--- config.mk ---
export PLATFORM = sky130hd
export DESIGN_NAME = crr_cell
export DESIGN_NICKNAME = d
export VERILOG_FILES = /design/src/rtl/crr_pkg.sv /design/src/rtl/crr_cell.sv
export SDC_FILE = /design/constraint.sdc
export NUM_CORES = 2
export LEC_CHECK = 0
export BUFFER_PORTS_ARGS = -buffer_cell sky130_fd_sc_hd__buf_2
export CORE_MARGIN = 5
export CORE_UTILIZATION = 63
export DETAILED_ROUTE_END_ITERATION = 8
export GPL_ROUTABILITY_DRIVEN = 0
export PLACE_DENSITY = 0.77
export SYNTH_ARGS = -nofsm -noshare
export SYNTH_HDL_FRONTEND = slang
export SYNTH_SLANG_ARGS = --single-unit
--- constraint.sdc ---
create_clock -name aclk -period 10.8 [get_ports aclk]
set_clock_uncertainty 0.1 [all_clocks]
set_input_delay 0 -clock aclk [delete_from_list [all_inputs] [get_ports aclk]]
set_output_delay 0 -clock aclk [all_outputs]
set_load 0.01 [all_outputs]
--- src/rtl/crr_pkg.sv ---
// crr_pkg: shared types and constants for the chained range remap block.
// No dependencies.
`timescale 1ns / 1ps
package crr_pkg;
    localparam int MAX_STAGES_DEF      = 8;
    localparam int SLOTS_PER_STAGE_DEF = 32;
    localparam int VAL_W   = 32;
    localparam int CNT_W   = 4;
    localparam int MODE_W  = 2;
    localparam int STAGE_W = 3;
    localparam int SLOT_W  = 5;

    typedef enum logic [MODE_W-1:0] {
        MODE_LOAD = 2'd0,
        MODE_FWD  = 2'd1,
        MODE_INV  = 2'd2,
        MODE_NONE = 2'd3
    } mode_t;

    // token handed from one stage cell to the next
    typedef struct packed {
        logic             valid;
        logic             inverse;
        logic [VAL_W-1:0] value;
        logic [CNT_W-1:0] count;
        logic             active;
    } tok_t;

    // window write broadcast to all cells
    typedef struct packed {
        logic             en;
        logic [STAGE_W-1:0] stage;
        logic [SLOT_W-1:0]  slot;
        logic [VAL_W-1:0] src;
        logic [VAL_W-1:0] dst;
        logic [VAL_W-1:0] len;
    } wr_t;
endpackage

--- src/rtl/crr_cell.sv ---
// crr_cell: one remap stage; holds its windows in a memory and scans them
// one slot per cycle. Depends on crr_pkg.
`timescale 1ns / 1ps
module crr_cell
    import crr_pkg::*;
#(
    parameter int SLOTS   = SLOTS_PER_STAGE_DEF,
    parameter int STAGE_NUM = 0
) (
    input  logic aclk,
    input  logic aresetn,
    input  wr_t  wr,
    input  tok_t tok_in,
    output tok_t tok_out
);
    localparam int SW = (SLOTS > 1) ? $clog2(SLOTS) : 1;

    logic [3*VAL_W-1:0] mem [SLOTS];
    logic [SLOTS-1:0] vld_reg;
    logic [3*VAL_W-1:0] rd_reg;
    logic              rd_vld_reg;

    logic          busy_reg, busy_next;
    logic [SW:0]   ptr_reg, ptr_next;
    logic          chk_reg, chk_next;   // read data of slot ptr-1 is ready
    tok_t          cur_reg, cur_next;
    tok_t          out_reg, out_next;
    logic          done_reg, done_next;

    logic          wr_hit;
    assign wr_hit = wr.en && (32'(wr.stage) == STAGE_NUM) && (32'(wr.slot) < SLOTS);

    always_ff @(posedge aclk) begin
        if (wr_hit) mem[SW'(wr.slot)] <= {wr.len, wr.dst, wr.src};
        rd_reg <= mem[ptr_reg[SW-1:0]];
    end

    always_ff @(posedge aclk) begin
        if (!aresetn) begin
            vld_reg <= '0;
        end else if (wr_hit) begin
            vld_reg[SW'(wr.slot)] <= 1'b1;
        end
    end

    logic [VAL_W-1:0] w_src, w_dst, w_len, from, to;
    logic [VAL_W:0]   wend, r;
    logic             hit;
    always_comb begin
        w_src = rd_reg[VAL_W-1:0];
        w_dst = rd_reg[2*VAL_W-1:VAL_W];
        w_len = rd_reg[3*VAL_W-1:2*VAL_W];
        from  = cur_reg.inverse ? w_dst : w_src;
        to    = cur_reg.inverse ? w_src : w_dst;
        wend  = {1'b0, from} + {1'b0, w_len};
        r     = {1'b0, to} + {1'b0, cur_reg.value - from};
        hit   = chk_reg && rd_vld_reg && ({1'b0, cur_reg.value} >= {1'b0, from})
                && ({1'b0, cur_reg.value} < wend) && (r != {1'b0, cur_reg.value});
    end

    always_comb begin
        busy_next = busy_reg;
        ptr_next  = ptr_reg;
        chk_next  = 1'b0;
        cur_next  = cur_reg;
        out_next  = out_reg;
        done_next = 1'b0;
        out_next.valid = 1'b0;
        if (!busy_reg) begin
            if (tok_in.valid) begin
                cur_next = tok_in;
                if (tok_in.active) begin
                    busy_next = 1'b1;
                    ptr_next  = '0;
                end else begin
                    out_next  = tok_in;
                end
            end
        end else begin
            if (hit) begin
                cur_next.value = r[VAL_W] ? '1 : r[VAL_W-1:0];
                cur_next.count = cur_reg.count + 1'b1;
                out_next = cur_next;
                out_next.valid = 1'b1;
                busy_next = 1'b0;
            end else if (ptr_reg == (SW+1)'(SLOTS) && chk_reg == 1'b0 && done_reg) begin
                out_next = cur_reg;
                out_next.valid = 1'b1;
                busy_next = 1'b0;
            end else if (ptr_reg < (SW+1)'(SLOTS)) begin
                ptr_next = ptr_reg + 1'b1;
                chk_next = 1'b1;
            end else begin
                done_next = 1'b1;
            end
        end
    end

    always_ff @(posedge aclk) begin
        if (!aresetn) begin
            busy_reg <= 1'b0;
            chk_reg  <= 1'b0;
            done_reg <= 1'b0;
            out_reg.valid <= 1'b0;
        end else begin
            busy_reg <= busy_next;
            chk_reg  <= chk_next;
            done_reg <= done_next;
            out_reg.valid <= out_next.valid;
        end
        ptr_reg <= ptr_next;
        rd_vld_reg <= vld_reg[ptr_reg[SW-1:0]];
        cur_reg <= cur_next;
        out_reg.inverse <= out_next.inverse;
        out_reg.value   <= out_next.value;
        out_reg.count   <= out_next.count;
        out_reg.active  <= out_next.active;
    end

    assign tok_out = out_reg;
endmodule

==> flow_metrics.tcl <==
set metrics [dict create \
    grt_pass1_wl_mm 506 \
    worstSetupStartpointType "flip-flop" \
    yosys.area.top_type "edfxtp_1" \
    drive_above_1_share_pct 22.1 \
    finalHoldViolCount 0 \
    wirelength_mm 351 \
    outcome "finished, violations left" \
    p_total_mw 30.2 \
    initial_core_util_pct 63.1 \
    crit_path_top_delay_cell "nor4b_4" \
    power.density_nw_per_um2 202 \
    insertion_delay_ps 980 \
    routed-wl-met2_mm 166 \
    cp.required_ps 11250 \
    drc 1 \
    met1Wirelength_mm 125 \
    avgViaCountPerCell 6.94 \
    crit_fanout 35 \
    hpwl_mm 164 \
    synthTopCellsByArea "edfxtp_1, mux4_2, mux2i_1, dfxtp_1, ha_1" \
    finalSetupTns_ps 0 \
    cp_top_family "compound AO/OA/AOI/OAI gates" \
    grt_pass1_vias 72300 \
    worstPathArrival_ps 9500 \
    end_kind "flip-flop" \
    cts_tree "built" \
    final_cell_mix "edfxtp_1, mux4_2, mux2i_1" \
    dr.pass1.iters 9 \
    synth_nets 6997 \
    netlist_area_um2 132000 \
    ant_nets 0 \
    worst-slew-pin-transition_ps 1580 \
    die_area_um2 219000 \
    grt_max_degree 112 \
    maxSlewViolCount 3 \
    min_path_type "in2reg" \
    largest_register_ffs 3072 \
    final_common_cell "edfxtp_1" \
    maxCapViolations 1 \
    ys_ff_latch 3287 \
    vias 71900 \
    yosysWarnings 0 \
    postSynthAreaPerCell_um2 19.6 \
    yosysSeqAreaShare_pct 73.9 \
    area_growth_pct 13.4 \
    cts.sinks 3287 \
    grt_overflow 0 \
    finalSetupViolations 0 \
    clk_pin_slew_ps 60 \
    critPathBufInv 3 \
    cts_resized 0 \
    reg2reg_slack_ps 1750 \
    fp.dieW_um 467 \
    period_share_pct 83.8 \
    num_rows 168 \
    max_freq_ghz 0.110 \
    drt_iter0_markers 11200 \
    die_h_um 467 \
    fin_nets 7559 \
    synthArstFlopShare_pct 0 \
    timing.final.crit_period_ps 9050 \
    dr_wl_met3_mm 47.5 \
    routedWlPerCell_um 33.9 \
    ios 185 \
    numPortBuffers 184 \
    crit_type "reg2reg" \
    post-cts-setup-buffers 0 \
    synthCells 6712 \
    synth-edff-count 3154 \
    antenna_found_initial 44 \
    core_um2 209000 \
    p_leak_nw 49.2 \
    cts_buffers 324 \
    rsz0062_at_grt "false" \
    synth.distinct_cells 93 \
    cts.htree.levels 5 \
    ir_worst_vdd_mv 0.154 \
    synth_top_area_share_pct 71.8 \
    top_layer "met5" \
    failed_checks "DRC, capacitance limit, slew limit" \
    cts_root_buffer "clkbuf_16" \
    synth-main-ff-cell "edfxtp_1" \
    slowest_delay_ps 840 \
    slew_headroom_pct -6.55 \
    grt_use_total_pct 32.3 \
    max-clock-path-buffers 4 \
    critPathMostFrequentCell "a21oi_1" \
]
[power by group]
group	total, mW	switching [mW]	internal (mW)
sequential	14.3	0.162	14.1
clock	11.0	4.66	6.37
combinational	4.93	2.94	1.99
[per-layer routing]
layer / track usage (%) / vias to the layer above
li1: - / 28800
met1: 46.1 / 36700
met2: 50.1 / 5588
met3: 8.01 / 765
met4: 10.8 / 12
met5: 0 / -
[timing repair]
item,CTS,global route
hold endpoints to repair,3397,0
hold buffers,286,0
endpoints found under the setup margin,0,0
[Yosys cell counts, drive strengths merged (11+ instances only)]
library cell,count
nand3,35
a221o,11
a21oi,221
a21o,67
mux4,709
mux2i,341
xnor2,64
dfxtp,133
o21bai,14
and3,15
mux2,144
a31oi,11
and2,19
o211ai,16
nor2,147
ha,136
nand4,29
a222oi,21
edfxtp,3154
o221ai,62
clkbuf,238
o21ai,181
o31ai,50
o22ai,105
inv,86
nand2b,16
nor3,25
o21a,44
xor2,41
buf,111
nand2,258
nor2b,68
or3,11
[area by class of cell]
| class | count | area, µm² |
|---|---|---|
| clock inverters | 147 | 1390 |
| repair buffers | 585 | 5020 |
| flip-flops and latches | 3287 | 97400 |
| multi-input cells | 2990 | 33000 |
| well taps | 2805 | 3510 |
| fillers | 11800 | 59400 |
| diodes | 33 | 82.6 |
| inverters | 86 | 323 |
| clock buffers | 422 | 8820 |
[worst paths after layout]
path | start | end | cells after the start
worst max-delay path | cur_reg[37]$_DFFE_PP_ | ptr_reg[4]$_SDFFCE_PN0P_ | 28
worst min-delay path | wr[90] | mem[7][26]$_DFFE_PP_ | 2
worst max register to register | cur_reg[37]$_DFFE_PP_ | ptr_reg[4]$_SDFFCE_PN0P_ | 28
worst min register to register | vld_reg[2]$_SDFFE_PN0P_ | vld_reg[2]$_SDFFE_PN0P_ | 1
[logic make-up (layout without fill, tap and decap cells)]
kind of cell	count (synthesis)	in the layout	share of synthesized area (%)
AO/OA/AOI/OAI	877	877	4.35
XOR/XNOR	111	111	0.801
adder cells (fa/ha/maj)	139	139	1.34
buffers and inverters	435	1240	1.29
flip-flops	3287	3287	73.9
multiplexers	1194	1194	15.9
other	0	33	0
AND/OR/NAND/NOR	669	669	2.43
[metrics by stage]
| step | std cells | cell area [µm²] | setup WS (ps) | hold slack, ps | utilization [%] |
|---|---|---|---|---|---|
| final | 10400 | 150000 | 1750 | 22.1 | 71.6 |
| after global routing | 10300 | 149000 | 1380 | 32.9 | 71.6 |
| after CTS | 10300 | 149000 | 1910 | 0.545 | 71.5 |
| after detailed placement | 9467 | 136000 | 1920 | 113 | 65.3 |
| after global placement | 9466 | 136000 | 2210 | 115 | 65.3 |
| after floorplan | 6712 | 132000 | 2830 | -1.13 | - |
Note: power is estimated with default switching activity, not from simulation.
