$ cat src/rtl/crr_pkg.sv
// crr_pkg: shared types and constants for the chained range remap block.
// No dependencies.
`timescale 1ns / 1ps
package crr_pkg;
    localparam int MAX_STAGES_DEF      = 8;
    localparam int SLOTS_PER_STAGE_DEF = 32;
    localparam int VAL_W   = 32;
    localparam int CNT_W   = 4;
    localparam int MODE_W  = 2;
    localparam int STAGE_W = 3;
    localparam int SLOT_W  = 5;

    typedef enum logic [MODE_W-1:0] {
        MODE_LOAD = 2'd0,
        MODE_FWD  = 2'd1,
        MODE_INV  = 2'd2,
        MODE_NONE = 2'd3
    } mode_t;

    // token handed from one stage cell to the next
    typedef struct packed {
        logic             valid;
        logic             inverse;
        logic [VAL_W-1:0] value;
        logic [CNT_W-1:0] count;
        logic             active;
    } tok_t;

    // window write broadcast to all cells
    typedef struct packed {
        logic             en;
        logic [STAGE_W-1:0] stage;
        logic [SLOT_W-1:0]  slot;
        logic [VAL_W-1:0] src;
        logic [VAL_W-1:0] dst;
        logic [VAL_W-1:0] len;
    } wr_t;
endpackage

$ cat src/rtl/crr_ctrl.sv
// crr_ctrl: input handshake, direction of the cell chain and output
// register. Depends on crr_pkg.
`timescale 1ns / 1ps
module crr_ctrl
    import crr_pkg::*;
#(
    parameter int MAX_STAGES = MAX_STAGES_DEF
) (
    input  logic                  aclk,
    input  logic                  aresetn,
    input  logic                  in_valid,
    output logic                  in_ready,
    input  logic [MODE_W-1:0]     mode,
    input  logic [VAL_W-1:0]      lookup_value,
    input  logic [CNT_W-1:0]      stages_cfg,
    output tok_t                  head,
    output logic [4:0]            ncells,
    input  tok_t                  tail,
    output logic                  m_valid,
    input  logic                  m_ready,
    output logic [VAL_W-1:0]      m_value,
    output logic [CNT_W-1:0]      m_count
);
    logic busy_reg, busy_next;
    logic ov_reg, ov_next;
    logic [VAL_W-1:0] ovv_reg, ovv_next;
    logic [CNT_W-1:0] ovc_reg, ovc_next;
    logic acc, lookup;

    assign in_ready = !busy_reg && !ov_reg;
    assign acc      = in_valid && in_ready;
    assign lookup   = (mode == MODE_FWD) || (mode == MODE_INV);
    assign ncells   = (32'(stages_cfg) > MAX_STAGES) ? 5'(MAX_STAGES) : 5'(stages_cfg);

    always_comb begin
        head.valid   = acc && lookup;
        head.inverse = (mode == MODE_INV);
        head.value   = lookup_value;
        head.count   = '0;
        head.active  = 1'b1;
    end

    always_comb begin
        busy_next = busy_reg;
        ov_next   = ov_reg;
        ovv_next  = ovv_reg;
        ovc_next  = ovc_reg;
        if (acc && lookup) busy_next = 1'b1;
        if (m_valid && m_ready) ov_next = 1'b0;
        if (tail.valid) begin
            busy_next = 1'b0;
            ov_next   = 1'b1;
            ovv_next  = tail.value;
            ovc_next  = tail.count;
        end
    end

    always_ff @(posedge aclk) begin
        if (!aresetn) begin
            busy_reg <= 1'b0;
            ov_reg   <= 1'b0;
        end else begin
            busy_reg <= busy_next;
            ov_reg   <= ov_next;
        end
        ovv_reg <= ovv_next;
        ovc_reg <= ovc_next;
    end

    assign m_valid = ov_reg;
    assign m_value = ovv_reg;
    assign m_count = ovc_reg;

    // with zero stages the result comes back in the accepting cycle
    a_no_accept_busy: assert property (@(posedge aclk) disable iff (!aresetn)
        busy_reg |-> !in_ready) else $error("accept while busy");
    a_tail_when_busy: assert property (@(posedge aclk) disable iff (!aresetn)
        tail.valid |-> (busy_reg || head.valid)) else $error("result without transaction");
    a_hold_out: assert property (@(posedge aclk) disable iff (!aresetn)
        (m_valid && !m_ready) |=> (m_valid && $stable(m_value))) else $error("out lost");
endmodule

$ cat config.mk
export PLATFORM = sky130hd
export DESIGN_NAME = crr_ctrl
export DESIGN_NICKNAME = d
export VERILOG_FILES = /design/src/rtl/crr_pkg.sv /design/src/rtl/crr_ctrl.sv
export SDC_FILE = /design/constraint.sdc
export NUM_CORES = 1
export LEC_CHECK = 0
export BUFFER_PORTS_ARGS = -buffer_cell sky130_fd_sc_hd__buf_2
export CORE_UTILIZATION = 37
export CTS_CLUSTER_DIAMETER = 200
export DETAILED_ROUTE_END_ITERATION = 7
export PLACE_DENSITY = 0.95
export SYNTH_ARGS = -nofsm -noshare
export SYNTH_HDL_FRONTEND = slang
export SYNTH_SLANG_ARGS = --single-unit
$ cat constraint.sdc
create_clock -name aclk -period 2.2 [get_ports aclk]
set_input_delay 0.22 -clock aclk [delete_from_list [all_inputs] [get_ports aclk]]
set_output_delay 0.22 -clock aclk [all_outputs]
set_load 0.02 [all_outputs]
==> results of run 1 <==
==> cell families after synthesis <==
kind of cell	after synthesis	synth area share (%)
buffers and inverters	41	19.77
flip-flops	38	74.73
AO/OA/AOI/OAI	2	1.168
AND/OR/NAND/NOR	7	3.003
adder cells (fa/ha/maj)	1	0.8339
other	2	0.5006
==> power by group through the flow <==
stage          Combinational, mW  Sequential (mW)  Clock (mW)
2_1_floorplan              0.122            0.958           0
3_3_place_gp               0.210            0.882           0
3_5_place_dp               0.213            0.885           0
4_1_cts                    0.213            0.869       0.451
5_1_grt                    0.226            0.872       0.490
6_report                   0.210            0.868       0.435
==> how the worst min path moves through the flow <==
stage	startpoint	endpoint	slack (ns)	depth (start not counted)
after floorplan	tail[1]	m_count[0]	0.32	0
after global placement	tail[15]	m_value[10]	0.40	1
after detailed placement	tail[32]	m_value[27]	0.40	1
after CTS	tail[14]	m_value[9]	0.1	1
after global routing	tail[20]	m_value[15]	0.09	1
final	tail[33]	m_value[28]	0.11	1
==> per-layer routing <==
metal	GRT usage (%)	vias up	wire (um)
met5	0	-	0
met4	8.696	0	115
met3	9.028	19	356
met2	20.66	64	1414
met1	13.52	378	1001
li1	-	391	-
==> area by class of cell <==
class | count | share of cell area (%)
sequential | 38 | 61.67
timing repair buffer | 90 | 24.78
multi-input combinational | 16 | 5.368
clock buffer | 6 | 3.992
tap | 48 | 3.304
clock inverter | 2 | 0.4818
inverter | 2 | 0.4129
==> stage by stage <==
| step | hold WS [ns] | cell area (um2) | util (%) | cells |
|---|---|---|---|---|
| final | 0.1083 | 1818 | 48.21 | 202 |
| after global routing | 0.09145 | 1818 | 48.21 | 202 |
| after CTS | 0.09942 | 1818 | 48.21 | 202 |
| after detailed placement | 0.3984 | 1737 | 46.05 | 194 |
| after global placement | 0.3969 | 1737 | 46.05 | 194 |
| after floorplan | 0.3189 | 1515 | - | 95 |
==> worst max-delay path, delay by kind of cell (launching register included) <==
kind	cells	cell delay, ns
DFF	1	0.35
buffers and inverters	1	0.21
and+or+nand+nor	1	0.28
==> cells in the final DEF, fill, tap and decap left out, types with 2 or more instances in the layout <==
| cell type | synthesis | layout |
|---|---|---|
| edfxtp_1 | 36 | 36 |
| buf_2 | 0 | 90 |
| clkbuf_8 | 0 | 5 |
| dfxtp_1 | 2 | 2 |
| nor2b_1 | 3 | 3 |
| conb_1 | 2 | 6 |
| inv_1 | 2 | 2 |
==> results.py, run 1 <==
metrics = {
    "power": {
        "ir_worst_vdd_uv": 316.7,
        "intPower_mw": 1.145,
        "cellLeakagePower_nw": 0.8367,
        "switching_share_pct": 24.34,
        "p_clk_share_pct": 28.8,
        "switchingPower_mw": 0.3683,
        "p_total_mw": 1.513,
        "combPwrFrac_pct": 13.9,
        "power_density_nw_per_um2": 832.3,
        "pwr-share-seq_pct": 57.4,
    },
    "floorplanning": {
        "coreArea_um2": 3771,
        "start_util_pct": 39.78,
        "die-area_um2": 4313,
        "die_w_um": 65.68,
        "num_rows": 22,
        "die_y_um": 65.68,
        "io_pins": 163,
    },
    "detailed_routing": {
        "vias": 852,
        "drcViolationCount": 0,
        "drtPass1Iterations": 4,
        "viasPerCell": 4.218,
        "drt_iter0_markers": 93,
        "routedWlPerCell_um": 14.30,
        "wirelength_um": 2888,
        "ant_nets": 0,
    },
    "placement": {
        "portBuffers": 90,
        "globalplace.congestion": 0.6833,
        "dp_slack_ns": 0.9140,
    },
    "timing": {
        "fin_skew_ns": 0.00001951,
        "setup_slack_ns": 0.8622,
        "post-route-period-util_pct": 60.81,
        "period_needed_ns": 1.338,
        "fmax_mhz": 747.5,
        "fin_tns_setup_ns": 0,
        "worst_pin_slew_ns": 0.7849,
        "drv_slew": 0,
        "max_slew_margin_pct": 47.67,
        "rsz0062_at_grt": "false",
        "hold_viol": 0,
        "final-setup-viol-count": 0,
    },
    "clocking": {
        "cts_setup_buffers": 0,
        "postCtsHoldBufs": 0,
        "ctsHtreeMaxLevel": 2,
        "clk_latency_ns": 0.28,
        "clock_sinks": 38,
        "numCtsBuffers": 5,
        "cts.repair.resized": 0,
        "clockBufferDepth": 2,
        "cts_tree": "yes",
        "clk_pin_slew_ns": 0.07,
        "root_buffer": "clkbuf_8",
    },
    "synth": {
        "synth_top_area_share_pct": 72.06,
        "ys_seq_area_share_pct": 74.73,
        "synth.distinct_cells": 14,
        "yosys-top-cells-area": "edfxtp_1, buf_4, dfxtp_1, nor2b_1, ha_1",
        "ys.flop_type": "edfxtp_1",
        "async_flop_share_pct": 0,
        "synthCells": 91,
        "synth_seq_cells": 38,
        "synth_common_cells": "buf_4, edfxtp_1, nor2b_1",
        "syn_area_per_cell_um2": 16.49,
        "yosysTopAreaCell": "edfxtp_1",
        "synth-edff-count": 36,
        "ys_warn_count": 0,
        "yosysMostFrequentCell": "buf_4",
        "synth_area_um2": 1500,
    },
    "worst_setup_path": {
        "critPathCaptureType": "primary output",
        "r2r-end": "busy_reg",
        "slowest_delay_ns": 0.35,
        "cp-endpoint": "head[38]",
        "r2r_start": "m_valid",
        "r2r_setup_slack_ns": 1.42,
        "slowest_stage": "dfxtp_1",
        "crit_chain": "nor4b_1 -> buf_2",
        "path_class": "register to primary output",
        "required_ns": 1.98,
        "critical_path_arrival_ns": 1.12,
        "crit_path_start_kind": "register",
        "reg2reg_depth": 2,
        "critPathMaxFanout": 5,
        "critical_path.startpoint": "m_valid",
    },
    "layout": {
        "final_nets": 235,
        "ff_latch_area_um2": 1121,
        "largest_reg_flops": 32,
        "num_antenna_cells": 0,
        "multi_input_area_um2": 97.59,
        "fillers": 355,
        "areaGrowthSynthToFinish_pct": 21.18,
        "drive_above_1_share_pct": 62.34,
    },
    "min_path": {
        "hold_path.class": "input port to register",
    },
    "grt": {
        "grt.total_usage_pct": 13.62,
        "antenna_found_initial": 0,
        "grt_first_pass_wirelength_um": 4015,
        "grt_remaining_overflow": 0,
        "grt_max_degree": 38,
        "grt_pass1_vias": 836,
    },
    "job": {
        "cap_violations": 0,
    },
    "outcome": {
        "outcome": "completed",
    },
}
(Power assumes the default switching activity.)
==> inputs of run 2 (changes only) <==
--- a/config.mk
+++ b/config.mk
@@ -5,11 +5,12 @@
 export SDC_FILE = /design/constraint.sdc
 export NUM_CORES = 1
 export LEC_CHECK = 0
+export ABC_AREA = 1
 export BUFFER_PORTS_ARGS = -buffer_cell sky130_fd_sc_hd__buf_2
-export CORE_UTILIZATION = 37
+export CORE_UTILIZATION = 31
 export CTS_CLUSTER_DIAMETER = 200
 export DETAILED_ROUTE_END_ITERATION = 7
-export PLACE_DENSITY = 0.95
+export PLACE_DENSITY = 0.87
 export SYNTH_ARGS = -nofsm -noshare
 export SYNTH_HDL_FRONTEND = slang
 export SYNTH_SLANG_ARGS = --single-unit
==> constraint.sdc (replaced) <==
create_clock -name aclk -period 1.2 [get_ports aclk]
set_input_delay 0.12 -clock aclk [delete_from_list [all_inputs] [get_ports aclk]]
set_output_delay 0.12 -clock aclk [all_outputs]
set_load 0.02 [all_outputs]
==> run 2 against run 1 <==
  * Worst hold slack lost 0.095 ns
  * Worst setup slack lost 0.78 ns
  * Count of clock-buffer cells in the layout shrank 1
  * Global-route usage shrank 4.3 points
  * Design area grew 5.8%
  * Synthesized cell count grew 8.8%
  * Largest cell class unchanged
  * Critical endpoint unchanged
==> results.py, run 2 <==
metrics = {
    "timing": {
        "fin_skew_ns": 0.00001152,
        "period_needed_ns": 1.122,
        "drv_slew": 0,
        "fin_tns_setup_ns": 0,
        "rsz0062_at_grt": "false",
        "hold_viol": 0,
        "post-route-period-util_pct": 93.49,
        "final-setup-viol-count": 0,
        "fmax_mhz": 891.4,
    },
    "clocking": {
        "clk_latency_ns": 0.27,
        "clock_sinks": 38,
        "cts_setup_buffers": 0,
        "root_buffer": "clkbuf_8",
        "ctsHtreeMaxLevel": 2,
        "numCtsBuffers": 5,
        "clockBufferDepth": 2,
        "postCtsHoldBufs": 3,
        "clk_pin_slew_ns": 0.07,
        "cts.repair.resized": 0,
        "cts_tree": "yes",
    },
    "layout": {
        "drive_above_1_share_pct": 61.08,
        "mostFrequentLayoutCells": "buf_2, edfxtp_1, inv_1",
        "largest_reg_flops": 32,
        "areaGrowthSynthToFinish_pct": 26.71,
        "mostFrequentLayoutCell": "buf_2",
        "fillers": 417,
        "final_nets": 248,
        "num_antenna_cells": 0,
    },
    "synth": {
        "async_flop_share_pct": 0,
        "yosys-top-cells-area": "edfxtp_1, buf_4, dfxtp_1, inv_1, ha_1",
        "ys.flop_type": "edfxtp_1",
        "yosysMostFrequentCell": "buf_4",
        "yosysTopAreaCell": "edfxtp_1",
        "synth_area_um2": 1518,
        "synth.distinct_cells": 13,
        "synthCells": 99,
        "synth_common_cells": "buf_4, edfxtp_1, inv_1",
        "synth_seq_cells": 38,
        "synth-edff-count": 36,
        "synth_top_area_share_pct": 71.23,
        "ys_seq_area_share_pct": 73.87,
        "syn_area_per_cell_um2": 15.33,
        "ys_warn_count": 0,
    },
    "power": {
        "pwr-share-seq_pct": 56.7,
        "cellLeakagePower_nw": 0.8877,
        "intPower_mw": 2.111,
        "p_total_mw": 2.799,
        "ir_worst_vdd_uv": 412.2,
        "power_density_nw_per_um2": 1455,
        "p_clk_share_pct": 28.6,
        "switching_share_pct": 24.59,
        "switchingPower_mw": 0.6883,
        "combPwrFrac_pct": 14.7,
    },
    "worst_setup_path": {
        "cp_top_family": "flip-flops",
        "slowest_delay_ns": 0.33,
        "critPathMaxFanout": 3,
        "critPathCaptureType": "primary output",
        "critical_path_arrival_ns": 1.00,
        "required_ns": 1.08,
        "crit_path_start_kind": "register",
        "slowest_stage": "dfxtp_1",
        "crit_chain": "nor2_2 -> nand2_2 -> inv_1 -> buf_2",
        "cp.buffers_inverters": 2,
        "path_class": "register to primary output",
    },
    "floorplanning": {
        "start_util_pct": 32.13,
        "die-area_um2": 5180,
        "num_rows": 25,
        "io_pins": 163,
        "die_y_um": 71.97,
        "coreArea_um2": 4723,
        "die_w_um": 71.97,
    },
    "detailed_routing": {
        "drtPass1Iterations": 4,
        "drcViolationCount": 0,
        "wirelength_um": 2652,
        "vias": 919,
        "viasPerCell": 3.927,
        "ant_nets": 0,
        "drt_iter0_markers": 63,
        "routedWlPerCell_um": 11.33,
    },
    "grt": {
        "grt_first_pass_wirelength_um": 3512,
        "grt_pass1_vias": 801,
        "antenna_found_initial": 0,
        "grt_remaining_overflow": 0,
        "grt.total_usage_pct": 9.303,
        "grt_max_degree": 38,
    },
    "placement": {
        "globalplace.congestion": 0.5883,
        "portBuffers": 90,
        "dp_hpwl_um": 1972,
    },
    "min_path": {
        "hold_path.class": "input port to register",
    },
    "outcome": {
        "outcome": "completed",
    },
    "job": {
        "cap_violations": 0,
    },
}
==> run 2: power by group through the flow <==
stage	Clock, mW	Sequential, mW	Combinational (mW)
finish	0.800	1.59	0.412
global route	0.875	1.60	0.441
CTS	0.830	1.59	0.412
detailed placement	0	1.62	0.403
global placement	0	1.61	0.394
floorplan	0	1.75	0.230
==> run 2: worst reg2reg max path, stage by stage (launching register included) <==
cell and delay (ns):
dfxtp_1 0.33, nor2_2 0.13, nand2_2 0.08, a21oi_2 0.10
==> run 2: routing by layer <==
layer | global-route usage (%) | wire, um
met5 | 0 | 0
met4 | 6.318 | 63
met3 | 4.167 | 347
met2 | 16.77 | 1363
met1 | 8.281 | 878
==> run 2: cells by family (layout without fill, tap and decap cells) <==
logic type,after synthesis,in the layout,synth area share (%)
DFF,38,38,73.87
adders and majority gates,1,1,0.8243
AOI/OAI and AO/OA,2,2,1.072
other,2,6,0.4948
and+or+nand+nor,8,8,2.473
buffers and inverters,48,112,21.27
==> run 2: final timing paths <==
check,from,end,slack (ns),depth (start not counted)
worst min register to register,busy_reg,busy_reg,0.48,2
worst max register to register,m_valid,busy_reg,0.51,3
worst max-delay path,m_valid,head[38],0.08,4
worst min-delay path,tail[26],m_value[21],0.01,1
==> run 2: metrics by stage <==
stage               hold slack (ns)  std cells  util, %  setup slack [ns]  cell area, um2
global route               0.001595        234    40.72          0.001678            1923
finish                      0.01367        234    40.72           0.07818            1923
detailed placement           0.2401        222    38.07            0.1810            1798
floorplan                    0.2189        103        -            0.1789            1533
global placement             0.2401        222    38.07            0.2015            1798
CTS                        0.001938        233    40.50           0.05647            1913
==> run 2: area by class of cell <==
type	instances	area [um2]	area share, %
Sequential cell	38	1121	58.30
Timing Repair Buffer	95	510.5	26.55
Multi-Input combinational cell	17	88.84	4.619
Tap cell	67	83.83	4.359
Clock buffer	5	68.82	3.578
Inverter	9	33.78	1.757
Clock inverter	3	16.27	0.8458
